## src/rtl/tkr_pkg.sv

```systemverilog
// ----------------------------------------------------------------------------
// tkr_pkg
// Shared constants and controller/datapath interface types for the top-k
// record selector.
// ----------------------------------------------------------------------------
package tkr_pkg;

    localparam int DEPTH     = 16;
    localparam int COUNT_W   = $clog2(DEPTH + 1);
    localparam int RANK_W    = 4;
    localparam int MAX_OUT   = 16;
    localparam int ADDR_W    = 64;
    localparam int SIZE_W    = 64;
    localparam int KIND_IN_W = 8;
    localparam int KIND_W    = 4;
    localparam int LINE_IN_W = 32;
    localparam int LINE_W    = 20;
    localparam int SHOW_W    = 5;
    localparam int LIMIT_W   = 21;

    localparam logic [LIMIT_W-1:0]   LIMIT_CAP   = LIMIT_W'(1048576);
    localparam logic [LINE_IN_W-1:0] LINE_MAX_OK = LINE_IN_W'(1000000);
    localparam logic [KIND_IN_W-1:0] KIND_MAX_OK = KIND_IN_W'(8);

    // Register indexes on the configuration port
    localparam logic REG_SHOW_COUNT   = 1'b0;
    localparam logic REG_RECORD_LIMIT = 1'b1;

    // Controller to datapath
    typedef struct packed {
        logic              insert;      // take the input record into the chain
        logic              pop;         // move entry 0 to the output register
        logic              pop_last;    // popped entry closes the run
        logic              load_empty;  // load the empty-set result
        logic              clear;       // drop every held entry
        logic [RANK_W-1:0] rank;        // rank of the popped entry
    } tkr_cmd_t;

    // Datapath to controller
    typedef struct packed {
        logic [COUNT_W-1:0] held_count;
        logic               out_free;
    } tkr_stat_t;

endpackage

```

## src/rtl/tkr_ctrl.sv

```systemverilog
// ----------------------------------------------------------------------------
// tkr_ctrl
// Sequencer for record intake, result emission and store clearing.
// ----------------------------------------------------------------------------
module tkr_ctrl (
    input  logic                              clk,
    input  logic                              rst_n,
    input  logic [tkr_pkg::SHOW_W-1:0]        show_count,
    input  logic [tkr_pkg::LIMIT_W-1:0]       record_limit,
    input  logic                              in_valid,
    output logic                              in_ready,
    input  logic                              has_entry,
    input  logic                              last_in,
    input  tkr_pkg::tkr_stat_t                stat,
    output tkr_pkg::tkr_cmd_t                 cmd
);

    typedef enum logic [1:0] {
        S_IDLE,
        S_SIZE,
        S_EMIT
    } state_t;

    state_t                        state_reg;
    state_t                        state_next;
    logic [tkr_pkg::LIMIT_W-1:0]   taken_reg;
    logic [tkr_pkg::LIMIT_W-1:0]   taken_next;
    logic [tkr_pkg::COUNT_W-1:0]   left_reg;
    logic [tkr_pkg::COUNT_W-1:0]   left_next;
    logic [tkr_pkg::RANK_W-1:0]    rank_reg;
    logic [tkr_pkg::RANK_W-1:0]    rank_next;
    logic [tkr_pkg::LIMIT_W-1:0]   limit;
    logic [tkr_pkg::COUNT_W-1:0]   show_ext;
    logic [tkr_pkg::COUNT_W-1:0]   show;

    assign limit    = (record_limit > tkr_pkg::LIMIT_CAP) ? tkr_pkg::LIMIT_CAP
                                                          : record_limit;
    assign show_ext = tkr_pkg::COUNT_W'(show_count);

    always_comb
    begin
        show = (show_ext != '0 && show_ext < stat.held_count) ? show_ext
                                                              : stat.held_count;
        if (show > tkr_pkg::COUNT_W'(tkr_pkg::MAX_OUT)) begin
            show = tkr_pkg::COUNT_W'(tkr_pkg::MAX_OUT);
        end
    end

    always_comb
    begin
        state_next = state_reg;
        taken_next = taken_reg;
        left_next  = left_reg;
        rank_next  = rank_reg;
        in_ready   = 1'b0;
        cmd        = '0;
        cmd.rank   = rank_reg;
        case (state_reg)
            S_IDLE:
            begin
                in_ready = 1'b1;
                if (in_valid) begin
                    if (has_entry && taken_reg < limit) begin
                        cmd.insert = 1'b1;
                        taken_next = taken_reg + 1'b1;
                    end
                    if (last_in) begin
                        state_next = S_SIZE;
                    end
                end
            end
            S_SIZE:
            begin
                if (stat.held_count == '0) begin
                    if (stat.out_free) begin
                        cmd.load_empty = 1'b1;
                        cmd.clear      = 1'b1;
                        taken_next     = '0;
                        state_next     = S_IDLE;
                    end
                end
                else begin
                    left_next  = show;
                    rank_next  = '0;
                    state_next = S_EMIT;
                end
            end
            S_EMIT:
            begin
                if (stat.out_free) begin
                    cmd.pop   = 1'b1;
                    rank_next = rank_reg + 1'b1;
                    left_next = left_reg - 1'b1;
                    if (left_reg == tkr_pkg::COUNT_W'(1)) begin
                        cmd.pop_last = 1'b1;
                        cmd.clear    = 1'b1;
                        taken_next   = '0;
                        state_next   = S_IDLE;
                    end
                end
            end
            default:
            begin
                state_next = S_IDLE;
            end
        endcase
    end

    always_ff @(posedge clk or negedge rst_n)
    begin
        if (!rst_n) begin
            state_reg <= S_IDLE;
            taken_reg <= '0;
            left_reg  <= '0;
            rank_reg  <= '0;
        end
        else begin
            state_reg <= state_next;
            taken_reg <= taken_next;
            left_reg  <= left_next;
            rank_reg  <= rank_next;
        end
    end

    a_taken_capped: assert property (@(posedge clk) disable iff (!rst_n)
        taken_reg <= tkr_pkg::LIMIT_CAP)
        else $error("record count past its cap");

    a_emit_nonzero: assert property (@(posedge clk) disable iff (!rst_n)
        state_reg == S_EMIT |-> left_reg != '0)
        else $error("emitting with nothing left to emit");

endmodule

```

## config.mk

```make
export PLATFORM = sky130hd
export DESIGN_NAME = tkr_ctrl
export DESIGN_NICKNAME = d
export VERILOG_FILES = /design/src/rtl/tkr_pkg.sv /design/src/rtl/tkr_ctrl.sv
export SDC_FILE = /design/constraint.sdc
export NUM_CORES = 1
export LEC_CHECK = 0
export BUFFER_PORTS_ARGS = -buffer_cell sky130_fd_sc_hd__buf_4
export CORE_MARGIN = 8
export CORE_UTILIZATION = 40
export CTS_CLUSTER_SIZE = 8
export DETAILED_ROUTE_END_ITERATION = 8
export MAX_ROUTING_LAYER = met4
export PLACE_DENSITY_LB_ADDON = 0.05
export SETUP_SLACK_MARGIN = 0.5
export SYNTH_ARGS = -nofsm -noshare
export SYNTH_HDL_FRONTEND = slang
export SYNTH_SLANG_ARGS = --single-unit
```

## constraint.sdc

```tcl
create_clock -name clk -period 3.6 [get_ports clk]
set_clock_uncertainty 0.05 [all_clocks]
set_input_delay 0.72 -clock clk [delete_from_list [all_inputs] [get_ports clk]]
set_output_delay 0.72 -clock clk [all_outputs]
set_load 0.1 [all_outputs]
```

# --- Word-level counts from Yosys, hierarchy flattened ---
# Index checks and enable logic that the tools add are counted.
totals:
  word_cells: 68
  in_bits: 37
  register_bits: 32
  output_inout_bits: 10
classes:
  n_lt_le_gt_ge: 4
  mux: 35
  reduce_logical: 10
  n_addsub: 3
  n_eq_ne: 12
ops:
  columns: ["cell", "count"]
  rows:
  - ["$mux 21", 7]
  - ["$pmux 21 s3", 1]
  - ["$add 21x1->21 const B", 1]
  - ["$gt 21x21->1 const B", 1]
  - ["$lt 21x21->1", 1]
  - ["$mux 2", 10]
  - ["$mux 5", 4]
  - ["$ne 2x2->1 const B", 8]
  - ["$pmux 5 s2", 1]
  - ["$mux 4", 2]
  - ["$pmux 4 s2", 1]
  - ["$mux 1", 7]
  - ["$reduce_and 7->1", 1]
  - ["$pmux 2 s3", 1]
  - ["$eq 5x1->1 const B", 1]
  - ["$gt 5x5->1 const B", 1]
  - ["$logic_not 5->1", 1]
  - ["$lt 5x5->1", 1]
  - ["$reduce_and 5->1", 1]
  - ["$reduce_bool 5->1", 1]
  - ["$sub 5x1->5 const B", 1]
  - ["$add 4x1->4 const B", 1]
  - ["$ne 3x3->1 const B", 1]
  - ["$reduce_and 3->1", 1]
  - ["other kinds (7)", 8]

# --- Logic depth before layout (Yosys ltp) ---
# Gate-level depths: netlist of the first run.
logic_depth:
  word_depth: 7
  depth_mapped: 14
  mapped_depth_nobuf: 11

# --- Worst setup path before layout of the first run ---
# Ideal clock, no wire load.
synth_path:
  path_kind: "input to output"
  startpoint: "input stat[2] (netlist bit)"
  endpoint: "output cmd[4] (netlist bit)"
  required_time_ns: 2.830
  arrival_time_ns: 5.146
  setup_slack_ns: -2.316
  path_stages: 4
  path_buffers: 1
  cell_sequence: "or4_1 buf_2 nor4_1 o21a_1"
synth_rtl:
  columns: ["item", "line_no", "source"]
  rows:
  - ["start, declared", "tkr_ctrl.sv:14", "input tkr_pkg::tkr_stat_t stat,"]
  - ["end, declared", "tkr_ctrl.sv:15", "output tkr_pkg::tkr_cmd_t cmd"]

==> flow_metrics.py, run 1 <==
metrics = {
    "grt": {
        "antenna_found_initial": 0,
        "grt_overflow": 0,
        "grt_usage": 0.171,
        "met3_usage": 0.0289,
        "grt_max_degree": 33,
        "grt.busiest_layer": "met2",
        "grt_pass1_wl_um": 13600,
        "grt_pass1_vias": 2878,
        "met1_usage": 0.222,
        "grt_util_met2": 0.273,
    },
    "power": {
        "power.density_nw_per_um2": 661,
        "ir_worst_vdd_uv": 398,
        "p_leak_nw": 1.85,
    },
    "sta": {
        "relSlewSlack": 0.568,
        "fin_ws_ns": -0.185,
        "layout_min_cycle_time_ns": 3.79,
        "hold_viol_final": 0,
        "max_freq_ghz": 0.264,
        "period_share": 1.05,
        "finalMaxSlewViolations": 0,
        "rsz0062_at_grt": "true",
        "worstMarginPinSlew_ns": 0.648,
        "finalSetupViolCount": 1,
    },
    "drt": {
        "wirelength_um": 8230,
        "drt_iter0_drc": 104,
        "wl_per_cell_um": 16.6,
        "drc": 0,
        "dr_total_vias": 2892,
        "antenna_left": 0,
        "vias_per_cell": 5.82,
        "drt-pass1-iter-count": 4,
    },
    "place": {
        "dp_hpwl_um": 5880,
        "placed_cells": 480,
        "placed_area_um2": 3560,
        "io_buffers": 46,
        "place.gp.congestion": 0.825,
    },
    "setup_path": {
        "crit_fanout": 5,
        "rr_endpoint": "taken_reg[18]",
        "cp-end-kind": "output pin",
        "worst_path_max_delay_cell": "nor4_4",
        "cp.depth": 13,
        "cp.required_ns": 2.83,
        "reg2reg_depth": 9,
        "crit_buf_inv": 3,
        "crit_chain": "buf_8 > nor4_4 > nand3_1 > o21ai_2 > buf_6 > nand2_4 > ha_4 > nand4_1 > nor3_4 > o211a_1 > a211oi_4 > and3_4 > buf_12",
        "rrSetupSlack_ns": 1.01,
        "criticalPathCategory": "input port to output pin",
        "cp-start-kind": "input port",
        "cpLargestDelayFamily": "simple AND/OR/NAND/NOR gates",
        "cpPeakStageDelay_ns": 0.29,
        "arrival_ns": 3.02,
        "r2r-start": "taken_reg[6]",
    },
    "status": {
        "violations": "setup timing",
        "outcome": "finished, violations left",
    },
    "cts": {
        "clk_latency_ns": 0.29,
        "ctsHtreeMaxLevel": 2,
        "clockBufferDepth": 2,
        "ctsHoldBuffers": 0,
        "cts_buffers": 5,
        "clockRootBuffer": "clkbuf_8",
        "cts.clk_slew.worst_paths_ns": 0.07,
        "cts_tree": "done",
        "cts.sinks": 32,
    },
    "finish": {
        "largest_reg_flops": 21,
        "fin_area_um2": 4150,
        "diodes": 0,
        "nNetsFinal": 485,
        "multiInputGateArea_um2": 2270,
        "fin_cells": 497,
        "syn_to_final_growth_pct": 50.4,
        "regArea_um2": 801,
        "fin_util": 0.615,
        "nFillCells": 590,
        "layout-drive-gt1-share": 0.369,
    },
    "worst_hold_path": {
        "min_path_type": "input port to asynchronous set/reset pin",
    },
    "yosys": {
        "syn-num-nets": 406,
        "ys_types": 51,
        "ys_ff_latch": 32,
        "ys.flop_type": "dfrtp_1",
        "ys_warn_count": 0,
        "syn_avg_cell_area_um2": 8.19,
        "synth-async-reset-ratio": 1.00,
        "synth_edf_count": 0,
        "ys_seq_area_frac": 0.290,
        "syn_inst": 337,
        "synthesis.area_um2": 2760,
    },
    "floorplanning": {
        "initial_utilization": 0.409,
        "die-area_um2": 9820,
        "fp.dieH_um": 99.1,
        "rows": 30,
        "pin_count": 47,
        "core_um2": 6760,
        "die_x_um": 99.1,
    },
    "run": {
        "max_cap_violations": 0,
    },
}
## per-layer routing
layer,share of wire,wire (um)
met5,0,0
met4,0.010,83
met3,0.039,324
met2,0.48,3940
met1,0.47,3890
## logic make-up after synthesis
kind of cell | after synthesis | synth area share
mux | 5 | 0.0190
buf+inv | 33 | 0.0462
simple gates | 129 | 0.232
compound gates | 106 | 0.268
flops | 32 | 0.290
fa+ha+maj | 32 | 0.145
## through the flow
step / hold slack, ns / worst slack, ns / power [W] / setup TNS, ns
6_report: 0.323 / -0.185 / 0.00275 / -0.185
4_1_cts: 0.333 / -0.288 / 0.00271 / -0.288
2_1_floorplan: 0.374 / -0.113 / 0.00155 / -0.113
3_5_place_dp: 0.452 / -0.399 / 0.00189 / -1.73
3_3_place_gp: 0.447 / -0.376 / 0.00187 / -1.19
5_1_grt: 0.347 / -0.305 / 0.00294 / -0.305
## power by group
group | internal, W | leakage (nW) | switching, W
combinational | 0.000796 | 1.37 | 0.000971
sequential | 0.000452 | 0.422 | 0.000138
clock | 0.000244 | 0.0645 | 0.000144
total | 0.00149 | 1.85 | 0.00125
## cell usage in the layout (no fill, tap or decap), types with 6 or more instances in the layout
cell / count
o21ai_0: 9
buf_6: 7
o31ai_2: 9
o21ai_1: 9
buf_4: 72
ha_4: 8
dfrtp_1: 32
nand2b_1: 6
inv_1: 17
ha_1: 24
nor2_1: 16
and3_1: 7
nor4_4: 6
o31ai_1: 10
a21oi_1: 9
clkbuf_8: 7
nand2_1: 38
a21o_1: 8
nand3_1: 15
## synthesized netlist by cell type (2+ instances only)
cell / instances / area (um^2)
nand2_1: 45 / 169
ha_1: 32 / 400
nand3_1: 15 / 75.1
o21a_1: 5 / 37.5
inv_1: 17 / 63.8
o21bai_1: 2 / 15.0
o31a_1: 2 / 17.5
o311ai_1: 3 / 26.3
nor2_1: 16 / 60.1
buf_2: 3 / 15.0
dfrtp_1: 32 / 801
nor3b_1: 2 / 15.0
or3_1: 5 / 31.3
o21ai_0: 11 / 55.1
a21oi_1: 13 / 65.1
a31oi_1: 5 / 31.3
nor2b_1: 2 / 12.5
or4_1: 2 / 15.0
and2_1: 2 / 12.5
nor4_1: 9 / 56.3
o31ai_1: 22 / 165
o211a_1: 2 / 20.0
nand2b_1: 6 / 37.5
mux2i_1: 3 / 30.0
o21ai_1: 11 / 55.1
mux2_2: 2 / 22.5
nand3b_1: 2 / 15.0
a21o_1: 8 / 60.1
o211ai_1: 5 / 37.5
clkbuf_1: 11 / 41.3
a211o_1: 3 / 26.3
nor3_1: 6 / 30.0
and3_1: 9 / 56.3
a22o_1: 2 / 17.5
a41oi_1: 2 / 17.5
nand4_1: 5 / 31.3
## repair_timing
action,4_1_cts,5_1_grt
pin swaps,31,18
resized for setup,47,16
cloned,3,0
setup buffers,3,3
endpoints found under the setup margin,22,22
## worst max path at each step
stage	start	to	slack, ns
4_1_cts	record_limit[18]	cmd[8]	-0.29
3_5_place_dp	record_limit[15]	cmd[8]	-0.40
2_1_floorplan	stat[2]	cmd[4]	-0.11
5_1_grt	record_limit[15]	cmd[8]	-0.31
3_3_place_gp	record_limit[15]	cmd[8]	-0.38
6_report	record_limit[15]	cmd[8]	-0.19
## layout make-up
cell class | count | area share
tap | 80 | 0.0241
multi-input combinational | 272 | 0.546
timing repair buffer | 87 | 0.191
inverter | 18 | 0.0163
sequential | 32 | 0.193
clock buffer | 7 | 0.0232
clock inverter | 1 | 0.00723
No activity file was read; power rests on OpenSTA's default activity.
==> run 2: changes to the inputs <==
==> constraint.sdc (replaced) <==
create_clock -name clk -period 3.6 [get_ports clk]
set_clock_uncertainty 0.05 [all_clocks]
set_input_delay 0.54 -clock clk [delete_from_list [all_inputs] [get_ports clk]]
set_output_delay 0.54 -clock clk [all_outputs]
set_load 0.1 [all_outputs]
==> run 2 against run 1 <==
The flow now finishes without violations. Global-route usage shrank 0.98 points. Via count shrank 0.76%. Total power grew 3.2%. Critical path depth is the same. Critical path type unchanged. Largest cell class unchanged.
==> flow_metrics.py, run 2 (same netlist as run 1, synthesis figures left out) <==
metrics = {
    "sta": {
        "setup_tns_ns": 0,
        "worstMarginPinSlew_ns": 1.04,
        "relSlewSlack": 0.310,
        "finalMaxSlewViolations": 0,
        "hold_viol_final": 0,
        "max_freq_ghz": 0.285,
        "finalSetupViolCount": 0,
        "fin_ws_ns": 0.0933,
        "fin_hold_ws_ns": 0.143,
        "rsz0062_at_grt": "true",
        "period_share": 0.974,
        "layout_min_cycle_time_ns": 3.51,
    },
    "finish": {
        "nNetsFinal": 466,
        "fin_util": 0.619,
        "nFillCells": 576,
        "largest_reg_flops": 21,
        "diodes": 0,
        "final_cell_mix": "buf_4, nand2_1, dfrtp_1",
        "syn_to_final_growth_pct": 51.4,
        "layout-drive-gt1-share": 0.374,
        "fin_area_um2": 4180,
        "layout.cells.most_common": "buf_4",
    },
    "setup_path": {
        "cp-start-kind": "input port",
        "cp.required_ns": 3.01,
        "crit_chain": "buf_8 > nor4_4 > nand3_2 > o21ai_4 > buf_12 > nand2_4 > ha_4 > a21o_1 > a21oi_2 > o221ai_2 > a211oi_4 > and3_4 > buf_12",
        "cp-end-kind": "output pin",
        "cpPeakStageDelay_ns": 0.28,
        "crit_fanout": 6,
        "worst_path_max_delay_cell": "nor4_4",
        "arrival_ns": 2.92,
        "criticalPathCategory": "input port to output pin",
        "crit_top_cell": "buf_12",
        "reg2reg_depth": 10,
    },
    "place": {
        "placed_area_um2": 3380,
        "io_buffers": 46,
        "dp_hpwl_um": 5920,
        "place_ws_ns": -0.0124,
        "place.gp.congestion": 0.755,
    },
    "cts": {
        "clockRootBuffer": "clkbuf_8",
        "ctsHtreeMaxLevel": 2,
        "clockBufferDepth": 2,
        "clk_latency_ns": 0.28,
        "cts_buffers": 5,
        "cts.sinks": 32,
        "cts_tree": "done",
        "cts.clk_slew.worst_paths_ns": 0.08,
    },
    "grt": {
        "grt_overflow": 0,
        "grt_pass1_wl_um": 12900,
        "grt_usage": 0.162,
        "grt_pass1_vias": 2647,
        "grt_max_degree": 33,
        "antenna_found_initial": 0,
    },
    "drt": {
        "drc": 0,
        "vias_per_cell": 6.00,
        "drt-pass1-iter-count": 4,
        "wirelength_um": 8690,
        "dr_total_vias": 2870,
        "wl_per_cell_um": 18.2,
        "drt_iter0_drc": 202,
        "antenna_left": 0,
    },
    "power": {
        "p_leak_nw": 1.81,
        "ir_worst_vdd_uv": 388,
        "power.density_nw_per_um2": 678,
    },
    "floorplanning": {
        "pin_count": 47,
        "initial_utilization": 0.409,
        "fp.dieH_um": 99.1,
        "core_um2": 6760,
        "die_x_um": 99.1,
        "rows": 30,
        "die-area_um2": 9820,
    },
    "status": {
        "outcome": "complete, no violations",
    },
    "worst_hold_path": {
        "min_path_type": "input port to asynchronous set/reset pin",
    },
    "run": {
        "max_cap_violations": 0,
    },
}
## run 2: layout make-up
class / instances / area [um^2] / share of cell area
tap: 80 / 100 / 0.0239
multi-input combinational: 273 / 2450 / 0.585
inverter: 18 / 67.6 / 0.0162
sequential: 32 / 801 / 0.192
clock buffer: 7 / 96.3 / 0.0230
timing repair buffer: 67 / 638 / 0.153
clock inverter: 1 / 30.0 / 0.00718
## run 2: worst paths after layout
| kind | endpoint | slack, ns | from |
|---|---|---|---|
| setup / recovery | cmd[8] | 0.09 | record_limit[18] |
| hold / removal | state_reg[0] | 0.14 | rst_n |
| setup reg to reg | taken_reg[11] | 0.90 | taken_reg[14] |
| hold reg to reg | left_reg[1] | 0.47 | left_reg[1] |
| max in group asynchronous | taken_reg[0] | 3.03 | rst_n |
| min in group clk | left_reg[1] | 0.47 | left_reg[1] |
## run 2: per-stage QoR
stage	power [W]	instances
2_1_floorplan	0.00151	337
3_3_place_gp	0.00181	455
3_5_place_dp	0.00183	455
4_1_cts	0.00225	464
5_1_grt	0.00302	478
6_report	0.00283	478
## run 2: routing by layer
| metal | vias up | track usage | wire (um) |
|---|---|---|---|
| met4 | 0 | 0.0454 | 183 |
| met5 | - | - | 0 |
| met1 | 1382 | 0.209 | 3990 |
| met2 | 72 | 0.250 | 4230 |
| li1 | 1400 | - | - |
| met3 | 16 | 0.0310 | 283 |
## run 2: what timing repair did
| action | CTS | global route |
|---|---|---|
| setup buffers | 1 | 9 |
| endpoints found under the setup margin | 15 | 21 |
| pin swaps | 1 | 49 |
| hold buffers | 0 | 0 |
| gates cloned | 0 | 5 |
| gates resized for setup | 7 | 82 |
## run 2: critical path: cells and delay by family
family	cells	cell delay [ns]
AO/OA/AOI/OAI	5	1.00
AND/OR/NAND/NOR	4	0.71
adder cells (fa/ha/maj)	1	0.21
buffers and inverters	3	0.43
## run 2: power breakdown
group	internal (W)	leakage [nW]	switching [W]	total, W
Clock	0.000244	0.0645	0.000143	0.000387
Sequential	0.000451	0.422	0.000154	0.000605
Combinational	0.000773	1.32	0.00107	0.00184
Total	0.00147	1.81	0.00137	0.00283
==> run 3: changes to the inputs <==
Clock period 3.6 ns to 3.5 ns, I/O delays scaled along.
==> run 3 against run 2 <==
The flow now finishes with violations (setup timing). Wire length decreased by 2.5%. Register-to-register slack got worse by 0.07 ns. Critical path depth grew 1. Global-route usage increased by 1.7 points. Hold slack worse by 0.011 ns. Cell count up 0.21%. Via count shrank 0.98%. Total power down 2.4%. Largest cell class unchanged.
==> flow_metrics.py, run 3 (same netlist as run 1, synthesis figures left out) <==
metrics = {
    "finish": {
        "layout-drive-gt1-share": 0.358,
        "final_cell_mix": "buf_4, nand2_1, dfrtp_1",
        "diodes": 0,
        "syn_to_final_growth_pct": 52.2,
        "fin_cells": 479,
        "nNetsFinal": 467,
        "multiInputGateArea_um2": 2430,
        "layout.cells.most_common": "buf_4",
        "largest_reg_flops": 21,
        "regArea_um2": 801,
        "nFillCells": 564,
    },
    "sta": {
        "layout_min_cycle_time_ns": 3.54,
        "period_share": 1.01,
        "fin_ws_ns": -0.0409,
        "setup_tns_ns": -0.0409,
        "hold_viol_final": 0,
        "rsz0062_at_grt": "true",
        "relSlewSlack": 0.366,
        "finalMaxSlewViolations": 0,
        "finalSetupViolCount": 1,
        "max_freq_ghz": 0.282,
        "worstMarginPinSlew_ns": 0.950,
        "fin_hold_ws_ns": 0.132,
    },
    "setup_path": {
        "criticalPathCategory": "input port to output pin",
        "crit_fanout": 4,
        "crit_top_cell": "buf_12",
        "arrival_ns": 2.97,
        "cpLargestDelayFamily": "simple AND/OR/NAND/NOR gates",
        "cp-end-kind": "output pin",
        "cpPeakStageDelay_ns": 0.30,
        "crit_chain": "buf_8 > nor4_4 > nand3_2 > o21ai_4 > buf_12 > buf_16 > nand2_2 > ha_4 > nand4_1 > nor3_2 > o211a_1 > a211oi_2 > and3_4 > buf_12",
        "worst_path_max_delay_cell": "nor3_2",
        "crit_buf_inv": 4,
        "rrSetupSlack_ns": 0.83,
        "reg2reg_depth": 9,
        "r2r-start": "left_reg[1]",
        "cp.required_ns": 2.92,
        "cp.depth": 14,
        "rr_endpoint": "taken_reg[14]",
        "cp-start-kind": "input port",
        "critPathLaunch": "record_limit[19]",
    },
    "power": {
        "power.density_nw_per_um2": 658,
        "switching_share": 0.501,
        "ir_worst_vdd_uv": 322,
        "p_leak_nw": 1.83,
        "p_sw_w": 0.00139,
        "power.internal_w": 0.00138,
        "clock_power_share": 0.109,
        "p_seq_frac": 0.221,
        "fin_total_pwr_w": 0.00277,
        "combPwrFrac": 0.670,
    },
    "grt": {
        "grt.busiest_layer": "met2",
        "met3_usage": 0.0282,
        "grt_pass1_wl_um": 14100,
        "grt_usage": 0.178,
        "met1_usage": 0.210,
        "antenna_found_initial": 0,
        "grt_max_degree": 33,
        "grt_util_met2": 0.306,
        "grt_overflow": 0,
        "grt_pass1_vias": 2920,
    },
    "cts": {
        "cts_tree": "done",
        "cts_buffers": 5,
        "clockRootBuffer": "clkbuf_8",
        "ctsHtreeMaxLevel": 2,
        "clk_latency_ns": 0.29,
        "ctsHoldBuffers": 0,
        "clockBufferDepth": 2,
        "cts.sinks": 32,
        "cts.clk_slew.worst_paths_ns": 0.08,
    },
    "floorplanning": {
        "rows": 30,
        "die-area_um2": 9820,
        "initial_utilization": 0.409,
        "core_um2": 6760,
        "pin_count": 47,
        "die_x_um": 99.1,
        "fp.dieH_um": 99.1,
    },
    "drt": {
        "drt_iter0_drc": 139,
        "drc": 0,
        "drt-pass1-iter-count": 4,
        "vias_per_cell": 5.93,
        "wirelength_um": 8470,
        "wl_per_cell_um": 17.7,
        "antenna_left": 0,
        "dr_total_vias": 2842,
    },
    "run": {
        "max_cap_violations": 0,
    },
    "place": {
        "dp_hpwl_um": 5770,
        "io_buffers": 46,
        "placed_cells": 459,
        "place_ws_ns": -0.103,
        "place.gp.congestion": 0.794,
    },
    "worst_hold_path": {
        "min_path_type": "input port to asynchronous set/reset pin",
    },
    "status": {
        "violations": "setup timing",
        "outcome": "finished, violations left",
    },
}
[run 3: cell count changes in the layout (fill, tap and decap cells not counted), sizes merged]
cell      previous run  this run
clkinv               1         2
bufinv               1         0
clkinvlp             0         2
clkbuf              10         5
buf                 64        69
or3                  6         5
[run 3: repair_timing]
item,CTS,global route
resized for setup,60,34
endpoints found under the setup margin,21,22
gates cloned,2,0
pin swaps,42,16
setup buffers,9,1
[run 3: worst max path at each step]
stage / endpoint / slack [ns]
2_1_floorplan: cmd[4] / 0.16
3_3_place_gp: cmd[8] / -0.10
3_5_place_dp: cmd[8] / -0.10
4_1_cts: cmd[8] / 0.02
5_1_grt: cmd[8] / -0.16
6_report: cmd[8] / -0.04
[run 3: metrics by stage]
stage / utilization / area (um^2)
CTS: 0.589 / 3980
finish: 0.622 / 4200
detailed placement: 0.505 / 3410
global placement: 0.505 / 3410
global route: 0.622 / 4200
floorplan: - / 2960
[run 3: layout make-up]
cell class,count,area share
multi-input combinational,272,0.579
sequential,32,0.191
timing repair buffer,69,0.168
tap,80,0.0238
clock buffer,5,0.0164
inverter,18,0.0161
clock inverter,3,0.00566
[run 3: routing by layer]
layer  vias to the layer above  routed length [um]
li1                       1400                   -
met1                      1357                3630
met2                        72                4340
met3                        13                 357
met4                         0                 147
met5                         -                   0
[run 3: power by group through the flow]
stage | sequential (W) | combinational [W] | clock [W]
floorplan | 0.000602 | 0.000970 | 0
global placement | 0.000599 | 0.00131 | 0
detailed placement | 0.000599 | 0.00132 | 0
CTS | 0.000602 | 0.00166 | 0.000312
global route | 0.000636 | 0.00203 | 0.000321
finish | 0.000611 | 0.00185 | 0.000301
